$ cat config.mk
export PLATFORM = sky130hd
export DESIGN_NAME = fifo_queue_lock_manager_top
export DESIGN_NICKNAME = d
export VERILOG_FILES = /design/src/sv/fqlm_pkg.sv /design/src/sv/fqlm_front.sv /design/src/sv/fqlm_back.sv /design/src/sv/fifo_queue_lock_manager_top.sv
export VERILOG_INCLUDE_DIRS = /design/src /design/src/sv
export SDC_FILE = /design/constraint.sdc
export NUM_CORES = 1
export LEC_CHECK = 0
export BUFFER_PORTS_ARGS = -buffer_cell sky130_fd_sc_hd__buf_2
export CAP_MARGIN = 0
export CORE_UTILIZATION = 35
export CTS_BUF_LIST = sky130_fd_sc_hd__clkbuf_8
export DETAILED_ROUTE_END_ITERATION = 12
export PLACE_DENSITY_LB_ADDON = 0.2
export SLEW_MARGIN = 25
export SYNTH_ARGS = -nofsm -noshare
export SYNTH_HDL_FRONTEND = slang
export SYNTH_HIERARCHICAL = 1
export SYNTH_SLANG_ARGS = --single-unit
export TNS_END_PERCENT = 5
$ cat constraint.sdc
create_clock -name clk -period 6.6 [get_ports clk]
set_input_delay 1.32 -clock clk [delete_from_list [all_inputs] [get_ports clk]]
set_output_delay 1.32 -clock clk [all_outputs]
set_load 0.005 [all_outputs]
$ cat src/sv/fifo_queue_lock_manager_top_defines.svh
// ----------------------------------------------------------------------------
// fifo_queue_lock_manager_top_defines.svh
// Assertion macros used by the lock manager top level.
// ----------------------------------------------------------------------------
`ifndef FIFO_QUEUE_LOCK_MANAGER_TOP_DEFINES_SVH
`define FIFO_QUEUE_LOCK_MANAGER_TOP_DEFINES_SVH

// Same-cycle implication, checked on clk with reset disabling the check.
`define FQLM_ASSERT_IMPL(lbl, ante, cons, msg) \
	lbl: assert property (@(posedge clk) disable iff (!arst_n) (ante) |-> (cons)) \
		else $error(msg);

// Next-cycle implication, checked on clk with reset disabling the check.
`define FQLM_ASSERT_NEXT(lbl, ante, cons, msg) \
	lbl: assert property (@(posedge clk) disable iff (!arst_n) (ante) |=> (cons)) \
		else $error(msg);

`endif

$ cat src/sv/fqlm_pkg.sv
// ----------------------------------------------------------------------------
// fqlm_pkg
// Types and constants of the queue lock manager.
// ----------------------------------------------------------------------------
`default_nettype none

package fqlm_pkg;

	localparam int ID_W = 4;
	localparam int ST_W = 2;
	localparam int QDEPTH = 2;

	localparam logic OP_ACQUIRE = 1'b0;
	localparam logic OP_RELEASE = 1'b1;

	localparam logic [ST_W-1:0] ST_OK = 2'd0;
	localparam logic [ST_W-1:0] ST_QUEUED = 2'd1;
	localparam logic [ST_W-1:0] ST_DUP = 2'd2;
	localparam logic [ST_W-1:0] ST_NOT_HOLDER = 2'd3;

	// Class of a request as decided by the front end.
	typedef enum logic [1:0] {
		CLS_ACQ,
		CLS_REL,
		CLS_BAD_ACQ,
		CLS_BAD_REL
	} cls_t;

	typedef struct packed {
		cls_t cls;
		logic [ID_W-1:0] id;
	} item_t;

endpackage

`default_nettype wire

$ cat src/sv/fqlm_front.sv
// ----------------------------------------------------------------------------
// fqlm_front
// Accepts requests, classifies them and holds them in a short queue.
// ----------------------------------------------------------------------------
`default_nettype none

module fqlm_front #(
	parameter int NUM_REQUESTERS = 16
) (
	input  wire                          clk,
	input  wire                          arst_n,
	input  wire                          in_valid,
	output logic                         in_ready,
	input  wire                          op,
	input  wire  [fqlm_pkg::ID_W-1:0]    requester,
	output logic                         q_valid,
	input  wire                          q_ready,
	output fqlm_pkg::item_t              q_item
);

	localparam int PTR_W = (fqlm_pkg::QDEPTH > 1) ? $clog2(fqlm_pkg::QDEPTH) : 1;
	localparam int CNT_W = $clog2(fqlm_pkg::QDEPTH + 1);
	localparam int CMP_W = 10;

	fqlm_pkg::item_t  queue_q [fqlm_pkg::QDEPTH];
	logic [PTR_W-1:0] wr_ptr_q;
	logic [PTR_W-1:0] rd_ptr_q;
	logic [CNT_W-1:0] count_q;
	fqlm_pkg::item_t  new_item;
	logic             in_range;
	logic             push;
	logic             pop;

	// An identity at or above the requester count is never tracked.
	assign in_range = CMP_W'(requester) < CMP_W'(NUM_REQUESTERS);

	always_comb begin
		new_item.id = requester;
		if (op == fqlm_pkg::OP_RELEASE) begin
			new_item.cls = in_range ? fqlm_pkg::CLS_REL : fqlm_pkg::CLS_BAD_REL;
		end else begin
			new_item.cls = in_range ? fqlm_pkg::CLS_ACQ : fqlm_pkg::CLS_BAD_ACQ;
		end
	end

	assign in_ready = count_q != CNT_W'(fqlm_pkg::QDEPTH);
	assign q_valid  = count_q != '0;
	assign q_item   = queue_q[rd_ptr_q];
	assign push     = in_valid && in_ready;
	assign pop      = q_valid && q_ready;

	always_ff @(posedge clk or negedge arst_n) begin
		if (!arst_n) begin
			wr_ptr_q <= '0;
			rd_ptr_q <= '0;
			count_q  <= '0;
		end else begin
			if (push) begin
				wr_ptr_q <= (wr_ptr_q == PTR_W'(fqlm_pkg::QDEPTH - 1)) ? '0 : wr_ptr_q + 1'b1;
			end
			if (pop) begin
				rd_ptr_q <= (rd_ptr_q == PTR_W'(fqlm_pkg::QDEPTH - 1)) ? '0 : rd_ptr_q + 1'b1;
			end
			if (push && !pop) begin
				count_q <= count_q + 1'b1;
			end else if (pop && !push) begin
				count_q <= count_q - 1'b1;
			end
		end
	end

	always_ff @(posedge clk) begin
		if (push) begin
			queue_q[wr_ptr_q] <= new_item;
		end
	end

endmodule

`default_nettype wire

$ cat src/sv/fqlm_back.sv
// ----------------------------------------------------------------------------
// fqlm_back
// Executes classified requests against the lock queue and registers results.
// ----------------------------------------------------------------------------
`default_nettype none

module fqlm_back #(
	parameter int NUM_REQUESTERS = 16
) (
	input  wire                          clk,
	input  wire                          arst_n,
	input  wire                          q_valid,
	output logic                         q_ready,
	input  fqlm_pkg::item_t              q_item,
	output logic                         out_valid,
	input  wire                          out_ready,
	output logic                         grant_valid,
	output logic [fqlm_pkg::ID_W-1:0]    grant_to,
	output logic [fqlm_pkg::ST_W-1:0]    status,
	output logic                         queue_empty
);

	// Only identities that fit the requester field can ever be linked.
	localparam int DEPTH = (NUM_REQUESTERS < (1 << fqlm_pkg::ID_W)) ?
		NUM_REQUESTERS : (1 << fqlm_pkg::ID_W);
	localparam int IDX_W = $clog2(DEPTH);

	logic [fqlm_pkg::ID_W-1:0] tail_id_q;
	logic                      tail_valid_q;
	logic [fqlm_pkg::ID_W-1:0] holder_id_q;
	logic [fqlm_pkg::ID_W-1:0] succ_id_q [DEPTH];
	logic [DEPTH-1:0]          succ_valid_q;
	logic [DEPTH-1:0]          mark_q;

	logic                      out_valid_q;
	logic                      grant_valid_q;
	logic [fqlm_pkg::ID_W-1:0] grant_to_q;
	logic [fqlm_pkg::ST_W-1:0] status_q;
	logic                      queue_empty_q;

	logic [IDX_W-1:0]          r_idx;
	logic [IDX_W-1:0]          t_idx;
	logic                      pop;

	logic                      res_grant;
	logic [fqlm_pkg::ID_W-1:0] res_to;
	logic [fqlm_pkg::ST_W-1:0] res_status;
	logic                      tail_valid_d;
	logic [fqlm_pkg::ID_W-1:0] tail_id_d;
	logic [fqlm_pkg::ID_W-1:0] holder_id_d;
	logic                      set_mark;
	logic                      clr_mark;
	logic                      clr_succ;
	logic                      link_tail;

	assign r_idx   = q_item.id[IDX_W-1:0];
	assign t_idx   = tail_id_q[IDX_W-1:0];
	assign q_ready = !out_valid_q || out_ready;
	assign pop     = q_valid && q_ready;

	always_comb begin
		res_grant    = 1'b0;
		res_to       = '0;
		res_status   = fqlm_pkg::ST_OK;
		tail_valid_d = tail_valid_q;
		tail_id_d    = tail_id_q;
		holder_id_d  = holder_id_q;
		set_mark     = 1'b0;
		clr_mark     = 1'b0;
		clr_succ     = 1'b0;
		link_tail    = 1'b0;
		case (q_item.cls)
			fqlm_pkg::CLS_ACQ: begin
				if (mark_q[r_idx]) begin
					res_status = fqlm_pkg::ST_DUP;
				end else begin
					set_mark  = 1'b1;
					clr_succ  = 1'b1;
					tail_id_d = q_item.id;
					if (!tail_valid_q) begin
						tail_valid_d = 1'b1;
						holder_id_d  = q_item.id;
						res_grant    = 1'b1;
						res_to       = q_item.id;
					end else begin
						link_tail  = 1'b1;
						res_status = fqlm_pkg::ST_QUEUED;
					end
				end
			end
			fqlm_pkg::CLS_REL: begin
				if (!tail_valid_q || holder_id_q != q_item.id) begin
					res_status = fqlm_pkg::ST_NOT_HOLDER;
				end else begin
					clr_mark = 1'b1;
					if (succ_valid_q[r_idx]) begin
						clr_succ    = 1'b1;
						holder_id_d = succ_id_q[r_idx];
						res_grant   = 1'b1;
						res_to      = succ_id_q[r_idx];
					end else begin
						tail_valid_d = 1'b0;
						tail_id_d    = '0;
					end
				end
			end
			fqlm_pkg::CLS_BAD_ACQ: begin
				res_status = fqlm_pkg::ST_DUP;
			end
			default: begin
				res_status = fqlm_pkg::ST_NOT_HOLDER;
			end
		endcase
	end

	always_ff @(posedge clk or negedge arst_n) begin
		if (!arst_n) begin
			tail_id_q    <= '0;
			tail_valid_q <= 1'b0;
			holder_id_q  <= '0;
			succ_valid_q <= '0;
			mark_q       <= '0;
			out_valid_q  <= 1'b0;
		end else begin
			if (pop) begin
				tail_id_q    <= tail_id_d;
				tail_valid_q <= tail_valid_d;
				holder_id_q  <= holder_id_d;
				if (set_mark) begin
					mark_q[r_idx] <= 1'b1;
				end
				if (clr_mark) begin
					mark_q[r_idx] <= 1'b0;
				end
				// The tail is always marked, so it never equals a new requester.
				if (clr_succ) begin
					succ_valid_q[r_idx] <= 1'b0;
				end
				if (link_tail) begin
					succ_valid_q[t_idx] <= 1'b1;
				end
			end
			if (pop) begin
				out_valid_q <= 1'b1;
			end else if (out_ready) begin
				out_valid_q <= 1'b0;
			end
		end
	end

	always_ff @(posedge clk) begin
		if (pop) begin
			if (link_tail) begin
				succ_id_q[t_idx] <= q_item.id;
			end
			grant_valid_q <= res_grant;
			grant_to_q    <= res_to;
			status_q      <= res_status;
			queue_empty_q <= !tail_valid_d;
		end
	end

	assign out_valid   = out_valid_q;
	assign grant_valid = grant_valid_q;
	assign grant_to    = grant_to_q;
	assign status      = status_q;
	assign queue_empty = queue_empty_q;

endmodule

`default_nettype wire

$ cat src/sv/fifo_queue_lock_manager_top.sv
// ----------------------------------------------------------------------------
// fifo_queue_lock_manager_top
// First-come lock manager built on a tail pointer and per-requester links.
// ----------------------------------------------------------------------------
// Usage:
//   The request channel (in_valid, in_ready, op, requester) carries one
//   acquire or release per transfer. The result channel (out_valid,
//   out_ready, grant_valid, grant_to, status, queue_empty) returns exactly
//   one result per request, in request order.
//   The front end classifies a request and writes it into a two-entry
//   queue, and the back end takes it from that queue, updates the lock
//   state and registers its result. Throughput is one request per cycle
//   while out_ready stays high, bounded by the single update of the tail,
//   holder and link registers the back end makes in each cycle.
//   When the receiver stalls, the result stays in its output register and
//   the queue absorbs up to two more requests before in_ready drops.
//   Reset empties the lock queue, clears every link and queued flag, and
//   drops out_valid and q_valid; the block takes requests as soon as
//   reset is released.
// ----------------------------------------------------------------------------
`default_nettype none

`include "fifo_queue_lock_manager_top_defines.svh"

module fifo_queue_lock_manager_top #(
	parameter int NUM_REQUESTERS = 16
) (
	input  wire                          clk,
	input  wire                          arst_n,
	input  wire                          in_valid,
	output logic                         in_ready,
	input  wire                          op,
	input  wire  [fqlm_pkg::ID_W-1:0]    requester,
	output logic                         out_valid,
	input  wire                          out_ready,
	output logic                         grant_valid,
	output logic [fqlm_pkg::ID_W-1:0]    grant_to,
	output logic [fqlm_pkg::ST_W-1:0]    status,
	output logic                         queue_empty
);

	// Classified requests travel from the front end to the back end here.
	logic            q_valid;
	logic            q_ready;
	fqlm_pkg::item_t q_item;

	// The front end decides whether a requester identity is in range and
	// buffers the classified request.
	fqlm_front #(
		.NUM_REQUESTERS(NUM_REQUESTERS)
	) u_front (
		.clk(clk),
		.arst_n(arst_n),
		.in_valid(in_valid),
		.in_ready(in_ready),
		.op(op),
		.requester(requester),
		.q_valid(q_valid),
		.q_ready(q_ready),
		.q_item(q_item)
	);

	// The back end owns the lock state and takes a request whenever its
	// output register is free or being emptied in the same cycle.
	fqlm_back #(
		.NUM_REQUESTERS(NUM_REQUESTERS)
	) u_back (
		.clk(clk),
		.arst_n(arst_n),
		.q_valid(q_valid),
		.q_ready(q_ready),
		.q_item(q_item),
		.out_valid(out_valid),
		.out_ready(out_ready),
		.grant_valid(grant_valid),
		.grant_to(grant_to),
		.status(status),
		.queue_empty(queue_empty)
	);

	// A grant only comes with a successful request and leaves a holder.
	`FQLM_ASSERT_IMPL(a_grant_ok, out_valid && grant_valid, status == fqlm_pkg::ST_OK, "grant without ok status")
	`FQLM_ASSERT_IMPL(a_grant_holder, out_valid && grant_valid, !queue_empty, "grant on an empty queue")
	// A request that waits must find the lock held.
	`FQLM_ASSERT_IMPL(a_queued_held, out_valid && status == fqlm_pkg::ST_QUEUED, !queue_empty, "queued on an empty queue")
	// A backed-up queue always has a result waiting at the output.
	`FQLM_ASSERT_NEXT(a_backpressure, !in_ready, out_valid, "queue full without a pending result")

endmodule

`default_nettype wire

==> results, run 1 <==
- The met1 usage is about 22%.
- Routability-driven placement finished with a final weighted congestion of about 0.8.
- Entering global routing, the biggest net connects 47 pins.
- The via density per instance is roughly 5.1.
- The clock period could shrink to ~3.5 ns.
- The count of pins on the block boundary is 19.
- The detailed router placed ~3400 vias in this run.
- The number of hold violations in the final report is 0.
- In this run the static leakage power is 2.536 nW.
- The worst pin sits at a relative slew slack of between 30% and 40%.
- The worst setup slack for register-to-register paths is around 3.1 ns.
- The total overflow left after global routing is 0.
- The synthesized netlist occupies a cell area of slightly below 0.006 mm².
- The area growth from synthesis to layout is 11.87%.
- The highest fanout seen on the critical path is 45.
- The share of the clock period used by the worst path after layout is ~53%.
- The worst hold path stage count is 1.
- The hold slack is 0.4935 ns.
- The later-pin clock latency in the skew report is 0.45 ns.
- Among all cell types in the netlist, the one instantiated most often is sky130_fd_sc_hd__edfxtp_1.
- The repair_antennas step left the layout with diodes totalling 0.
- The class of the most critical setup path is register to register.
- The worst voltage drop across the vdd grid is 0.2474 mV.
- For this run, the number of Yosys warnings is 6.
- The tool flagged a number of max-cap violations equal to 0.
- The initial antenna violation count is 0.
- The setup TNS after final layout is 0 ns.
- The number of enable flip-flop cells after synthesis is between 80 and 90.
- The class of the worst hold path is register to register.
- The die is approximately 130 µm wide.
- The die covers roughly 0.017 mm².
- For the worst setup path, the data required time is between 6 and 7 ns.
- After synthesis, the cell types taking the most area are sky130_fd_sc_hd__edfxtp_1 42%, sky130_fd_sc_hd__dfrtp_1 20%, sky130_fd_sc_hd__mux4_2 9.6%, sky130_fd_sc_hd__a21oi_1 2.7%, sky130_fd_sc_hd__o211ai_2 2.1%.
- The arrival time reported for the critical path endpoint is around 3.8 ns.
- For the pin with the worst max-slew slack, the measured transition is around 0.96 ns.
- The cell at the root of the clock tree is sky130_fd_sc_hd__clkbuf_8.
- After clock tree synthesis, the clock-pin slew on the worst setup and hold paths is around 0.07 ns.
- The number of synthesized register bits is ~130.
- The buffer levels on the longest clock path is 2.
- The number of nets still failing antenna checks after routing is 0.
- The setup skew after layout is between 0.01 and 0.015 ns.
- After floorplanning, the core was divided into 46 placement rows.
- The height of the die is 131.2 µm.
- Ranked by instance count, the synthesized netlist is headed by 82 x sky130_fd_sc_hd__edfxtp_1, 46 x sky130_fd_sc_hd__dfrtp_1, 32 x sky130_fd_sc_hd__a21oi_1, 31 x sky130_fd_sc_hd__inv_1, 25 x sky130_fd_sc_hd__mux4_2.
- The sequential element share of the synthesized area is about 62%.
- Dividing total power by cell area gives a power density of 428.8 mW/mm².
- The fraction of the core area covered by cells at the end of the flow is between 40% and 50%.
- Setup violations remaining at the end of the flow were counted as 0.
- Counting every instance in the synthesized netlist gives about 420.
- The count of clock tree sinks is ~130.
- The sort of element at the end of the critical path is a register.
- After floorplanning, the core was sized to cover around 0.016 mm².
- The peak-usage layer in the global routing report is met2.
- The fraction of final layout cells sized beyond drive strength 1 is a little under a quarter.
- During placement, the flow inserted port buffers numbering 18.
- After detailed routing, the average wire length per cell comes to 18.93 µm.
- The run finished with clean final reports.
- Setup repair after global routing left no endpoint under its margin.
- The number of cells on the worst reg-to-reg path is 8.
- The first TritonRoute pass finished after 5 iterations.
- Global routing used under 10% of the available met3 tracks.
- After clock tree synthesis, the repair step resized 0 gates.
- Once the floorplan was initialized, standard cells occupied a little over a third of the core.
- Global routing consumed, over all layers together, about 16% of the routing resources.
- The number of distinct library cell variants in the gate-level netlist after synthesis is 51.
- The initial DRC count is ~280.
- The worst slack after detailed placement is 2.970 ns.
- The portion of synthesized cell area occupied by the leading cell type is 42.16%.
- The most used flip-flop cell after synthesis is sky130_fd_sc_hd__edfxtp_1.
- The first global-routing pass estimated between 20000 and 25000 µm of wire.
- The detailed placement HPWL is about 8300 µm.
- The final max-slew violation count is 0.
- Counting every net in the synthesized netlist gives about 430.
- The total number of H-tree levels is 4.
- The average cell area after synthesis is about 14 µm².
- The count of nets after finishing is ~450.
- The TritonCTS clock tree is yes.
- In the synthesized netlist the async set-or-reset flop fraction comes to between 30 and 40%.
- The TritonCTS buffer count is 17.
- The count of unresolved DRC violations after routing is 0.
- The via count of the first global-routing pass is about 3500.
- The kind of launch point of the worst setup path is a register.
- The number of buffers inserted by post-CTS setup repair is 0.
- The number of hold buffers added after CTS is 0.
- After layout, the worst setup slack is approximately 3.1 ns.
- Timing would allow up to a little under 300 MHz.
- The synthesized design spends more area on one cell type than any other, namely sky130_fd_sc_hd__edfxtp_1.
- The total routed wirelength is 12630 µm.
- The met2 demand-to-capacity share in global routing is 23.97%.
-- worst paths after layout --
path | start | endpoint
hold reg to reg | u_front/wr_ptr_q | u_front/wr_ptr_q
setup / recovery | u_front/rd_ptr_q | u_back/succ_valid_q[1]
hold / removal | u_front/wr_ptr_q | u_front/wr_ptr_q
max in group asynchronous | arst_n | u_back/holder_id_q[2]
min in group asynchronous | arst_n | u_back/out_valid
setup reg to reg | u_front/rd_ptr_q | u_back/succ_valid_q[1]
-- registers in the layout (all words and copies together) (netlist names) --
name,flops
u_back/succ_id_q,64
u_back/mark_q,16
u_back/succ_valid_q,16
u_front/queue_q,10
u_back/grant_to,4
u_back/holder_id_q,4
u_back/t_idx,4
u_back/status,2
u_front/count_q,2
u_back/grant_valid,1
u_back/out_valid,1
u_back/queue_empty,1
u_back/tail_valid_q,1
u_front/rd_ptr_q,1
u_front/wr_ptr_q,1
-- through the flow --
stage	instances	instance area, µm²	power [mW]
3_3_place_gp	635	6110	2.107
2_1_floorplan	421	5841	1.859
3_5_place_dp	635	6112	2.119
5_1_grt	667	6534	2.969
4_1_cts	667	6534	2.832
6_report	667	6534	2.802
-- critical path, cell delays in order (launching register included) --
cell                       delay, ns
sky130_fd_sc_hd__dfrtp_1        0.46
sky130_fd_sc_hd__mux2_2         0.26
sky130_fd_sc_hd__buf_4          0.52
sky130_fd_sc_hd__mux4_2         0.58
sky130_fd_sc_hd__mux2i_1        0.26
sky130_fd_sc_hd__a22o_1         0.21
sky130_fd_sc_hd__buf_4          0.34
sky130_fd_sc_hd__nand2b_2       0.49
sky130_fd_sc_hd__o221ai_1       0.21
-- power by group --
| part | leakage (nW) | switching [mW] | internal (mW) |
|---|---|---|---|
| clock network | 0.235 | 0.289 | 0.416 |
| logic | 1.04 | 0.585 | 0.366 |
| registers | 1.26 | 0.0925 | 1.05 |
| total | 2.54 | 0.967 | 1.84 |
-- cell families (layout without fill, tap and decap cells) --
| logic type | count (synthesis) | in the layout | synth area share (%) |
|---|---|---|---|
| AND/OR/NAND/NOR | 100 | 100 | 9.362 |
| flip-flops | 128 | 128 | 61.87 |
| buffers and inverters | 57 | 87 | 4.327 |
| multiplexers | 44 | 44 | 13.13 |
| XOR/XNOR | 9 | 9 | 1.350 |
| AO/OA/AOI/OAI | 81 | 81 | 9.683 |
| adder cells (fa/ha/maj) | 1 | 1 | 0.2142 |
| other | 1 | 1 | 0.06421 |
-- layer usage --
layer / up-vias / wire, µm / part of all wire [%]
met5: - / 0 / 0
met4: 0 / 163 / 1.3
met3: 12 / 476 / 3.8
met2: 77 / 5932 / 47
met1: 1733 / 6057 / 48
li1: 1604 / - / -
-- layout by cell type (no fill, tap or decap), types with 2 or more instances in the layout --
master and n:
sky130_fd_sc_hd__a21o_1 2, sky130_fd_sc_hd__a21oi_1 32, sky130_fd_sc_hd__a22o_1 5, sky130_fd_sc_hd__a22oi_1 4
sky130_fd_sc_hd__a31oi_1 3, sky130_fd_sc_hd__a32o_1 2, sky130_fd_sc_hd__and2_1 6, sky130_fd_sc_hd__buf_2 17
sky130_fd_sc_hd__buf_4 7, sky130_fd_sc_hd__bufinv_16 3, sky130_fd_sc_hd__clkbuf_8 22, sky130_fd_sc_hd__clkinv_2 2
sky130_fd_sc_hd__dfrtp_1 46, sky130_fd_sc_hd__edfxtp_1 82, sky130_fd_sc_hd__inv_1 36, sky130_fd_sc_hd__mux2_1 3
sky130_fd_sc_hd__mux2_2 8, sky130_fd_sc_hd__mux2i_1 8, sky130_fd_sc_hd__mux4_2 25, sky130_fd_sc_hd__nand2_1 15
sky130_fd_sc_hd__nand2b_1 13, sky130_fd_sc_hd__nand3_1 11, sky130_fd_sc_hd__nand4_1 5, sky130_fd_sc_hd__nand4b_1 2
sky130_fd_sc_hd__nor2_1 24, sky130_fd_sc_hd__nor2b_1 5, sky130_fd_sc_hd__nor3_1 6, sky130_fd_sc_hd__o211ai_2 10
sky130_fd_sc_hd__o21ai_0 12, sky130_fd_sc_hd__o21ai_1 3, sky130_fd_sc_hd__o221ai_1 4, sky130_fd_sc_hd__or2_2 2
sky130_fd_sc_hd__xnor2_1 7, sky130_fd_sc_hd__xor2_1 2
-- area by class of cell --
cell class / instances / area (µm²)
Timing Repair Buffer: 24 / 137.6
Multi-Input combinational cell: 236 / 1974
Sequential cell: 128 / 3613
Clock inverter: 10 / 118.9
Inverter: 31 / 116.4
Tap cell: 216 / 270.3
Clock buffer: 22 / 302.8
Fill cell: 1521 / 9582
Note: power is estimated with default switching activity, not from simulation.
==> run 2, diff against run 1 <==
--- a/config.mk
+++ b/config.mk
@@ -6,6 +6,7 @@
 export SDC_FILE = /design/constraint.sdc
 export NUM_CORES = 1
 export LEC_CHECK = 0
+export ABC_AREA = 1
 export BUFFER_PORTS_ARGS = -buffer_cell sky130_fd_sc_hd__buf_2
 export CAP_MARGIN = 0
 export CORE_UTILIZATION = 35
==> constraint.sdc (replaced) <==
create_clock -name clk -period 3.65 [get_ports clk]
set_input_delay 0.73 -clock clk [delete_from_list [all_inputs] [get_ports clk]]
set_output_delay 0.73 -clock clk [all_outputs]
set_load 0.005 [all_outputs]
==> run 2 against run 1 <==
Compared with the run above: worst hold slack lost 0.19 ns; clock-buffer cell count shrank 4; critical path depth grew 7; clock skew shrank 0.0014 ns; critical endpoint is now u_back/succ_id_q[5][3]; largest cell class unchanged.
==> results, run 2 <==
- The flow ran to the end, and the final reports show no timing, DRC or antenna violations.
- The total track usage is a little under a fifth.
- Summed over all layers, the routed wires come to 15170 µm.
- In this run the critical register-to-register path is captured at u_back/succ_id_q[5][3].
- The layout has 1698 filler cells.
- The final max-slew violation count is 0.
- In the final layout, flip-flops and latches occupy around 0.0036 mm².
- Counting distinct cell types in the post-synthesis netlist gives 33.
- The number of buffers inserted by post-CTS setup repair is 0.
- The area growth from synthesis to layout is 13.22%.
- The most used flip-flop cell after synthesis is sky130_fd_sc_hd__edfxtp_1.
- Of the available clock period, the critical path in the final layout requires a little over four fifths.
- The congestion estimate from routability-driven global placement came to 0.8643.
- The count of clock tree sinks is approximately 130.
- The post-route netlist has about an eighth of its cells at a drive strength greater than 1.
- At the end of the flow, the number of nets in the layout was slightly above 700.
- The highest fanout seen on the critical path is 19.
- During synthesis, Yosys emitted a total of 6 warnings.
- The setup skew after layout is ~0.011 ns.
- The number of nets still failing antenna checks after routing is 0.
- The most common library cell in the layout ignoring fill and taps is sky130_fd_sc_hd__nand2_1.
- Clock tree synthesis selected as its root buffer the cell sky130_fd_sc_hd__clkbuf_8.
- The total via count in the routed design is between 4000 and 5000.
- Synthesis produced a netlist with a net count of around 690.
- The worst-case IR drop observed on VDD is around 0.36 mV.
- For this run, design rule violations remaining after detail routing come to 0.
- In this run, flip-flops and latches consume between 30% and 40% of the power.
- In this run the tool buffered the top-level ports with 18 buffer cells.
- The detailed placement HPWL is 10870 µm.
- The total die area is 0.01778 mm².
- The commonest cells after synthesis are 307 x sky130_fd_sc_hd__nand2_1, 82 x sky130_fd_sc_hd__edfxtp_1, 50 x sky130_fd_sc_hd__inv_1, 48 x sky130_fd_sc_hd__nor2_1, 46 x sky130_fd_sc_hd__dfrtp_1.
- In this run, the number of DRC markers left after iteration 0 of detailed routing was ~340.
- Buffers inserted to repair hold after CTS numbered 0.
- The initial antenna violation count was 0.
- In the post-synthesis netlist, the biggest area contributors are sky130_fd_sc_hd__edfxtp_1 41%, sky130_fd_sc_hd__nand2_1 19%, sky130_fd_sc_hd__dfrtp_1 19%, sky130_fd_sc_hd__inv_1 3.1%, sky130_fd_sc_hd__nor2_1 3.0%.
- TritonCTS created 17 clock buffers.
- For this design the ratio of total power to cell area is ~840 mW/mm².
- The placeable core area is about 0.017 mm².
- The via count of the first global-routing pass came to about 4600.
- Synthesis inferred between 100 and 150 register bits.
- In this run, synthesis inferred 82 flip-flops with an integrated enable.
- The number of cells on the worst reg-to-reg path is 15.
- The count of mapped cells out of synthesis is between 600 and 700.
- Counting flops per register, the top entry is u_back/succ_id_q.
- The static leakage is a little over 3 nW.
- Subtracting the final worst setup slack from the clock period gives approximately 3.0 ns.
- The peak clock frequency supported by timing is between 300 and 400 MHz.
- Setup repair after global routing left no endpoint under its margin.
- Internal power comes to 3.323 mW.
- The leftover overflow at the end of global routing is 0.
- The most common cell in the synthesized netlist is sky130_fd_sc_hd__nand2_1.
- The start point of the critical path is u_front/rd_ptr_q.
- The count of maximum capacitance violations is 0.
- The setup TNS after final layout is 0 ns.
- The critical path is of the register to register type.
- The average cell area after synthesis is just under 9 µm².
- Of all flip-flops after synthesis, the portion carrying an async set or reset was 35.94%.
- Power comes to slightly below 6 mW.
- The startpoint of the most critical register-to-register path is u_front/rd_ptr_q.
- The worst setup slack for register-to-register paths is 0.60 ns.
- The net switching fraction of the power is ~42%.
- The portion of synthesized cell area occupied by the leading cell type is ~41%.
- The class of the worst hold path is input port to asynchronous set/reset pin.
- Using the TritonRoute via totals, the vias-per-cell ratio works out to a little under 5.
- The maximum number of pins on one net before global-route repair is 47.
- The top cell types in the final layout, fill and taps aside, are 306 x sky130_fd_sc_hd__nand2_1, 82 x sky130_fd_sc_hd__edfxtp_1, 50 x sky130_fd_sc_hd__inv_1.
- The effective utilization at floorplan is 36.16%.
- The first detailed-routing pass took 5 iterations.
- STA classifies the critical path startpoint as a register.
- The clock share of power is around 23%.
- The total number of H-tree levels is 4.
- The required time of the critical path is around 3.7 ns.
- The antenna diode instance count is 0.
- The mean routed wirelength per cell is between 15 and 20 µm.
- The worst-case headroom to the max-slew limit is 37.85%.
- The sort of element at the end of the critical path is a register.
- The register with the most flip-flops in the layout has 64 of them.
- The total standard cell area after synthesis is slightly above 0.006 mm².
- The setup violation total in the final timing report is 0.
- For the pin with the worst max-slew slack, the measured transition is between 0.9 and 1 ns.
- The number of hold violations in the final report was 0.
- The initialized floorplan defines between 40 and 50 standard-cell rows.
- The largest registers in the layout are u_back/succ_id_q: 64 flops, u_back/mark_q: 16 flops, u_back/succ_valid_q: 16 flops.
- The share of total power dissipated in combinational logic is between 40% and 50%.
- The clock slew at the register clock pins of the worst setup and hold paths is 0.08 ns.
- For this run, the register share of the synthesized area comes to about three fifths.
- The TritonCTS clock tree is yes.
- In this run the power spent charging and discharging nets is 2.450 mW.
- The horizontal die dimension is around 130 µm.
- In the final layout, the multi-input gates occupy approximately 0.0021 mm².
- The wire length of the first global-routing pass is ~25000 µm.
- 19 I/O pins were placed.
- The hold slack is approximately 0.30 ns.
- The later-pin clock latency in the skew report is approximately 0.44 ns.
- The height of the die is ~130 µm.
- The largest total area in the synthesized netlist belongs to sky130_fd_sc_hd__edfxtp_1.
- The arrival time reported for the critical path endpoint is 3.13 ns.
- No sink is reached through more buffers than the 2 on the longest clock path.
- Post-CTS repair changed the size of 0 cells.
run 2: changes by cell type after synthesis, sizes merged, moves of 9 or more:
| cell | delta |
|---|---|
| a22oi | +9 |
| nand3 | +22 |
| nor2 | +27 |
| nand2b | -15 |
| mux4 | -25 |
| mux2 | -11 |
| o211ai | -11 |
| inv | +23 |
| a21oi | -21 |
| nand2 | +299 |
| o21ai | +17 |
run 2: cell families (layout without fill, tap and decap cells):
family / Yosys count / after routing / synth area share (%)
AOI/OAI and AO/OA: 66 / 66 / 6.526
buffers and inverters: 76 / 123 / 5.552
other: 1 / 1 / 0.06209
xor gates and xnor gates: 3 / 3 / 0.5595
and+or+nand+nor: 408 / 408 / 27.26
adders and majority gates: 1 / 1 / 0.2071
DFF: 128 / 128 / 59.83
run 2: worst max path at each step:
stage | to | slack [ns] | cells past startpoint
6_report | u_back/succ_id_q[5][3] | 0.60 | 15
5_1_grt | u_back/holder_id_q[1] | 0.36 | 14
4_1_cts | u_back/succ_id_q[5][0] | 0.62 | 15
3_5_place_dp | u_back/succ_id_q[5][1] | 0.65 | 15
3_3_place_gp | u_back/succ_id_q[5][0] | 0.69 | 15
2_1_floorplan | u_back/succ_id_q[5][0] | 0.99 | 16
run 2: worst max-delay path, cell delays in order (launching register included):
cell and delay (ns):
sky130_fd_sc_hd__dfrtp_1 0.45, sky130_fd_sc_hd__inv_1 0.17, sky130_fd_sc_hd__nand2_1 0.08, sky130_fd_sc_hd__nand2_2 0.26, sky130_fd_sc_hd__inv_2 0.25, sky130_fd_sc_hd__nand2_1 0.13
sky130_fd_sc_hd__nand2_1 0.05, sky130_fd_sc_hd__nand2_1 0.06, sky130_fd_sc_hd__nand2_1 0.05, sky130_fd_sc_hd__nand2_1 0.05, sky130_fd_sc_hd__nand2_1 0.06, sky130_fd_sc_hd__inv_1 0.06
sky130_fd_sc_hd__nand2_2 0.11, sky130_fd_sc_hd__nor2_8 0.19, sky130_fd_sc_hd__nand3_1 0.20, sky130_fd_sc_hd__nor3_1 0.51
run 2: power by group through the flow:
stage	clock network [mW]	logic, mW	registers (mW)
2_1_floorplan	0	1.61	2.10
3_3_place_gp	0	2.36	2.14
3_5_place_dp	0	2.35	2.14
4_1_cts	1.33	2.36	2.11
5_1_grt	1.39	2.64	2.14
6_report	1.30	2.36	2.11
run 2: final cells by class:
type                    instances  share of cell area [%]
clock buffers                  18                   3.623
well taps                     220                   4.026
inverters                      56                   3.074
clock inverters                14                   2.598
multi-input cells             479                   30.61
repair buffers                 35                   3.220
flip-flops and latches        128                   52.85
run 2: per-layer routing:
metal  GRT usage, %  part of all wire [%]  vias up
li1               -                     -     2279
met1          23.47                    46     2245
met2          29.34                    46      116
met3          4.833                   4.6       29
met4          7.955                   2.9        0
met5              0                     0        -
run 2: through the flow:
| stage | std cells | setup slack (ns) | cell area, µm² | utilization [%] |
|---|---|---|---|---|
| after CTS | 950 | 0.6244 | 6838 | 40.94 |
| after global routing | 950 | 0.3594 | 6838 | 40.94 |
| after floorplan | 683 | 0.9946 | 6040 | - |
| after detailed placement | 918 | 0.6456 | 6412 | 38.40 |
| after global placement | 918 | 0.6934 | 6410 | 38.38 |
| final | 950 | 0.6048 | 6838 | 40.94 |
==> run 3, diff against run 2 <==
--- a/config.mk
+++ b/config.mk
@@ -6,7 +6,7 @@
 export SDC_FILE = /design/constraint.sdc
 export NUM_CORES = 1
 export LEC_CHECK = 0
-export ABC_AREA = 1
+export ABC_AREA = 0
 export BUFFER_PORTS_ARGS = -buffer_cell sky130_fd_sc_hd__buf_2
 export CAP_MARGIN = 0
 export CORE_UTILIZATION = 35
==> constraint.sdc (replaced) <==
create_clock -name clk -period 2.6 [get_ports clk]
set_input_delay 0.52 -clock clk [delete_from_list [all_inputs] [get_ports clk]]
set_output_delay 0.52 -clock clk [all_outputs]
set_load 0.005 [all_outputs]
==> run 3 against run 2 <==
Compared with the run above: the run now ends with negative setup slack left; sequential power is 38% higher; core utilization increased by 2.8 points; worst setup slack lost 0.67 ns; final area is 3.2% higher; worst hold slack got worse by 0.12 ns; critical path type unchanged; flip-flop and latch count stayed put; critical endpoint is now u_back/holder_id_q[3]; first-iteration DRC count decreased by 25%; final cell count shrank 24%; non-clock buffer count grew 45; clock skew is 0.0048 ns higher; fmax up 14%.
==> results, run 3 (synthesis results as in run 1) <==
- In this run switching power makes up around a third of total power.
- Counting every sink on the clock net gives 128.
- Counting along the longest clock path gives a buffer depth of 2.
- After detailed placement, the total cell area comes to approximately 0.0066 mm².
- The initial antenna violation count is 0.
- The number of hold violations in the final report was 0.
- The met2 demand-to-capacity share in global routing is roughly a quarter.
- The initial DRC count is between 200 and 300.
- The area growth from synthesis to layout is 20.78%.
- In this run, CTS created clock tree buffers numbering 17.
- OpenSTA, run right after detailed placement, puts the worst setup slack at -0.1536 ns.
- Derived from the worst setup path, the maximum achievable clock frequency is between 300 and 400 MHz.
- The count of unresolved DRC violations after routing is 0.
- The slowest stage of the critical path is the sky130_fd_sc_hd__or4b_4 cell.
- The slew of the pin with the lowest slew margin is roughly 0.63 ns.
- Across every metal layer, demand over resource in global routing totals between 15 and 20%.
- The later-pin clock latency in the skew report is about 0.45 ns.
- The clock share of power is 23.4%.
- The finished cells cover between 0.007 and 0.008 mm².
- The register with the most flip-flops in the layout has 64 of them.
- The checks that failed: negative setup slack.
- Of all nets on the critical path, the largest fanout is 6.
- STA classifies the critical path endpoint as a register.
- The smallest setup slack after layout is -0.06652 ns.
- The largest registers in the layout are u_back/succ_id_q: 64 flops, u_back/mark_q: 16 flops, u_back/succ_valid_q: 16 flops.
- The count of maximum capacitance violations is 0.
- Dividing the detail-routed wire length by the instance count gives between 15 and 20 µm.
- Once detailed placement completed, the half-perimeter wirelength came to between 9000 and 10000 µm.
- The core region is roughly 0.016 mm².
- Once detail routing completed, the nets flagged for antenna violations numbered 0.
- The count of pins on the block boundary is 19.
- Setup repair after global routing could not meet its margin everywhere.
- The first global-routing pass estimated ~22000 µm of wire.
- The tree is rooted in a sky130_fd_sc_hd__clkbuf_8.
- The via count of the first global-routing pass is between 3000 and 4000.
- CTS built an H-tree with a depth of 4.
- The post-route netlist has around 36% of its cells at a drive strength greater than 1.
- The maximum number of pins on one net before global-route repair is 47.
- During placement, the flow inserted port buffers numbering 18.
- After detailed placement, the design holds a cell count of 691.
- The hold slack is 0.1838 ns.
- After clock tree synthesis, the clock-pin slew on the worst setup and hold paths is roughly 0.070 ns.
- The count of nets after finishing is about 500.
- The required time of the critical path is 2.93 ns.
- The worst voltage drop across the vdd grid is roughly 0.47 mV.
- In this run, the combinational gates consume 38.8% of the power.
- For the finished layout, the period the worst path requires is about 2.7 ns.
- Adding up every negative setup slack in the final design gives -0.3652 ns.
- Walking the worst path, the cells encountered are mux2_4 -> mux4_2 -> mux4_2 -> or4b_4 -> o22ai_4 -> mux2_1.
- For this configuration, the core starts out at a cell density of between 30% and 40%.
- The critical path contains buffers and inverters numbering 0 combined.
- The number of iterations in the first detailed-routing pass is 4.
- The met1 usage is around 22%.
- For this block, the routed nets add up to around 13000 µm of wire.
- In this run the worst hold path is classified as input port to asynchronous set/reset pin.
- The horizontal die dimension is about 130 µm.
- In the global route stage, met3 resource usage came out at 4.437%.
- The share of the clock period used by the worst path after layout is 102.6%.
- The kind of launch point of the worst setup path is a register.
- u_back/succ_id_q holds more flip-flops than any other register.
- The global routing stage identified its most utilized layer as met2.
- Detailed routing inserted a total of between 3000 and 4000 vias.
- The family with the most delay on the worst path is multiplexers.
- The sequential group share of total power is between 30% and 40%.
- The design internal power is a little over 5 mW.
- The TritonCTS clock tree is yes.
- Once layout is complete, the utilization of the core stands at a little over two fifths.
- The highest cell delay on the worst timing path is 0.52 ns.
- The total die area is roughly 0.017 mm².
- The run finished, with violations left.
- The worst-case headroom to the max-slew limit is roughly 58%.
- The setup skew after layout is around 0.015 ns.
- The height of the die is between 100 and 150 µm.
- In this design, the critical path's most frequently occurring cell is sky130_fd_sc_hd__mux4_2.
- In the layout the commonest cells are 82 x sky130_fd_sc_hd__edfxtp_1, 56 x sky130_fd_sc_hd__buf_4, 45 x sky130_fd_sc_hd__dfrtp_1.
- The arrival time reported for the critical path endpoint is 2.99 ns.
- The repair_antennas step left the layout with diodes totalling 0.
- Routability-driven placement finished with a final weighted congestion of around 0.80.
- For this run, the number of standard cells in the final layout without fillers is about 720.
- The class of the most critical setup path is register to register.
- The total power after layout is roughly 7.7 mW.
- The final max-slew violation count is 0.
- Setup violations remaining at the end of the flow were counted as 15.
- The leftover overflow at the end of global routing is 0.
- Using the TritonRoute via totals, the vias-per-cell ratio works out to approximately 5.0.
- The static leakage is between 2 and 3 nW.
- Leaving out fill and tap cells, the most frequent cell in the layout is sky130_fd_sc_hd__edfxtp_1.
- Power spread over the standard cell area amounts to between 1000 and 1500 mW/mm².
- The floorplan has 46 rows.
- Summed over all nets, the switching power comes to roughly 2.7 mW.
==> run 3: cell types whose count changed in the layout (fill, tap and decap cells not counted), sizes merged, moves of 15 or more <==
| cell | before | now |
|---|---|---|
| nand2 | 315 | 16 |
| buf | 35 | 80 |
| nor2 | 51 | 24 |
| mux4 | 0 | 25 |
| inv | 59 | 36 |
| nand3 | 33 | 11 |
| a21oi | 11 | 32 |
| o21ai | 32 | 15 |
| nand2b | 0 | 15 |
==> run 3: final timing paths <==
path                                   from                    end  slack, ns  depth (start not counted)
setup reg to reg           u_front/rd_ptr_q  u_back/holder_id_q[3]      -0.07                          6
hold / removal                       arst_n    u_back/tail_valid_q       0.18                          2
setup / recovery           u_front/rd_ptr_q  u_back/holder_id_q[3]      -0.07                          6
hold reg to reg            u_front/wr_ptr_q       u_front/wr_ptr_q       0.50                          1
max in group asynchronous            arst_n       u_front/rd_ptr_q       1.96                          2
min in group clk                         op  u_front/queue_q[1][4]       0.26                          1
==> run 3: repair_timing <==
action	4_1_cts	5_1_grt
pin swaps	0	4
setup endpoints to repair	91	87
hold buffers	0	0
resized for setup	9	13
buffers inserted	0	0
==> run 3: layout make-up <==
type / count / area [µm²]
clock inverters: 15 / 185.2
multi-input cells: 236 / 2029
flip-flops and latches: 128 / 3615
clock buffers: 17 / 234.0
repair buffers: 80 / 604.3
well taps: 216 / 270.3
fillers: 1487 / 9061
inverters: 31 / 116.4
==> run 3: routing by layer <==
metal  vias up  wire, µm
li1       1719         -
met1      1824      6135
met2        68      6260
met3        14       514
met4         0       179
met5         -         0
==> run 3: power groups by stage <==
stage	Clock, mW	Sequential (mW)	Combinational [mW]
global route	1.92	2.96	3.27
detailed placement	0	2.95	2.95
finish	1.80	2.91	2.99
CTS	1.84	2.91	3.00
floorplan	0	2.85	1.94
global placement	0	2.96	2.92
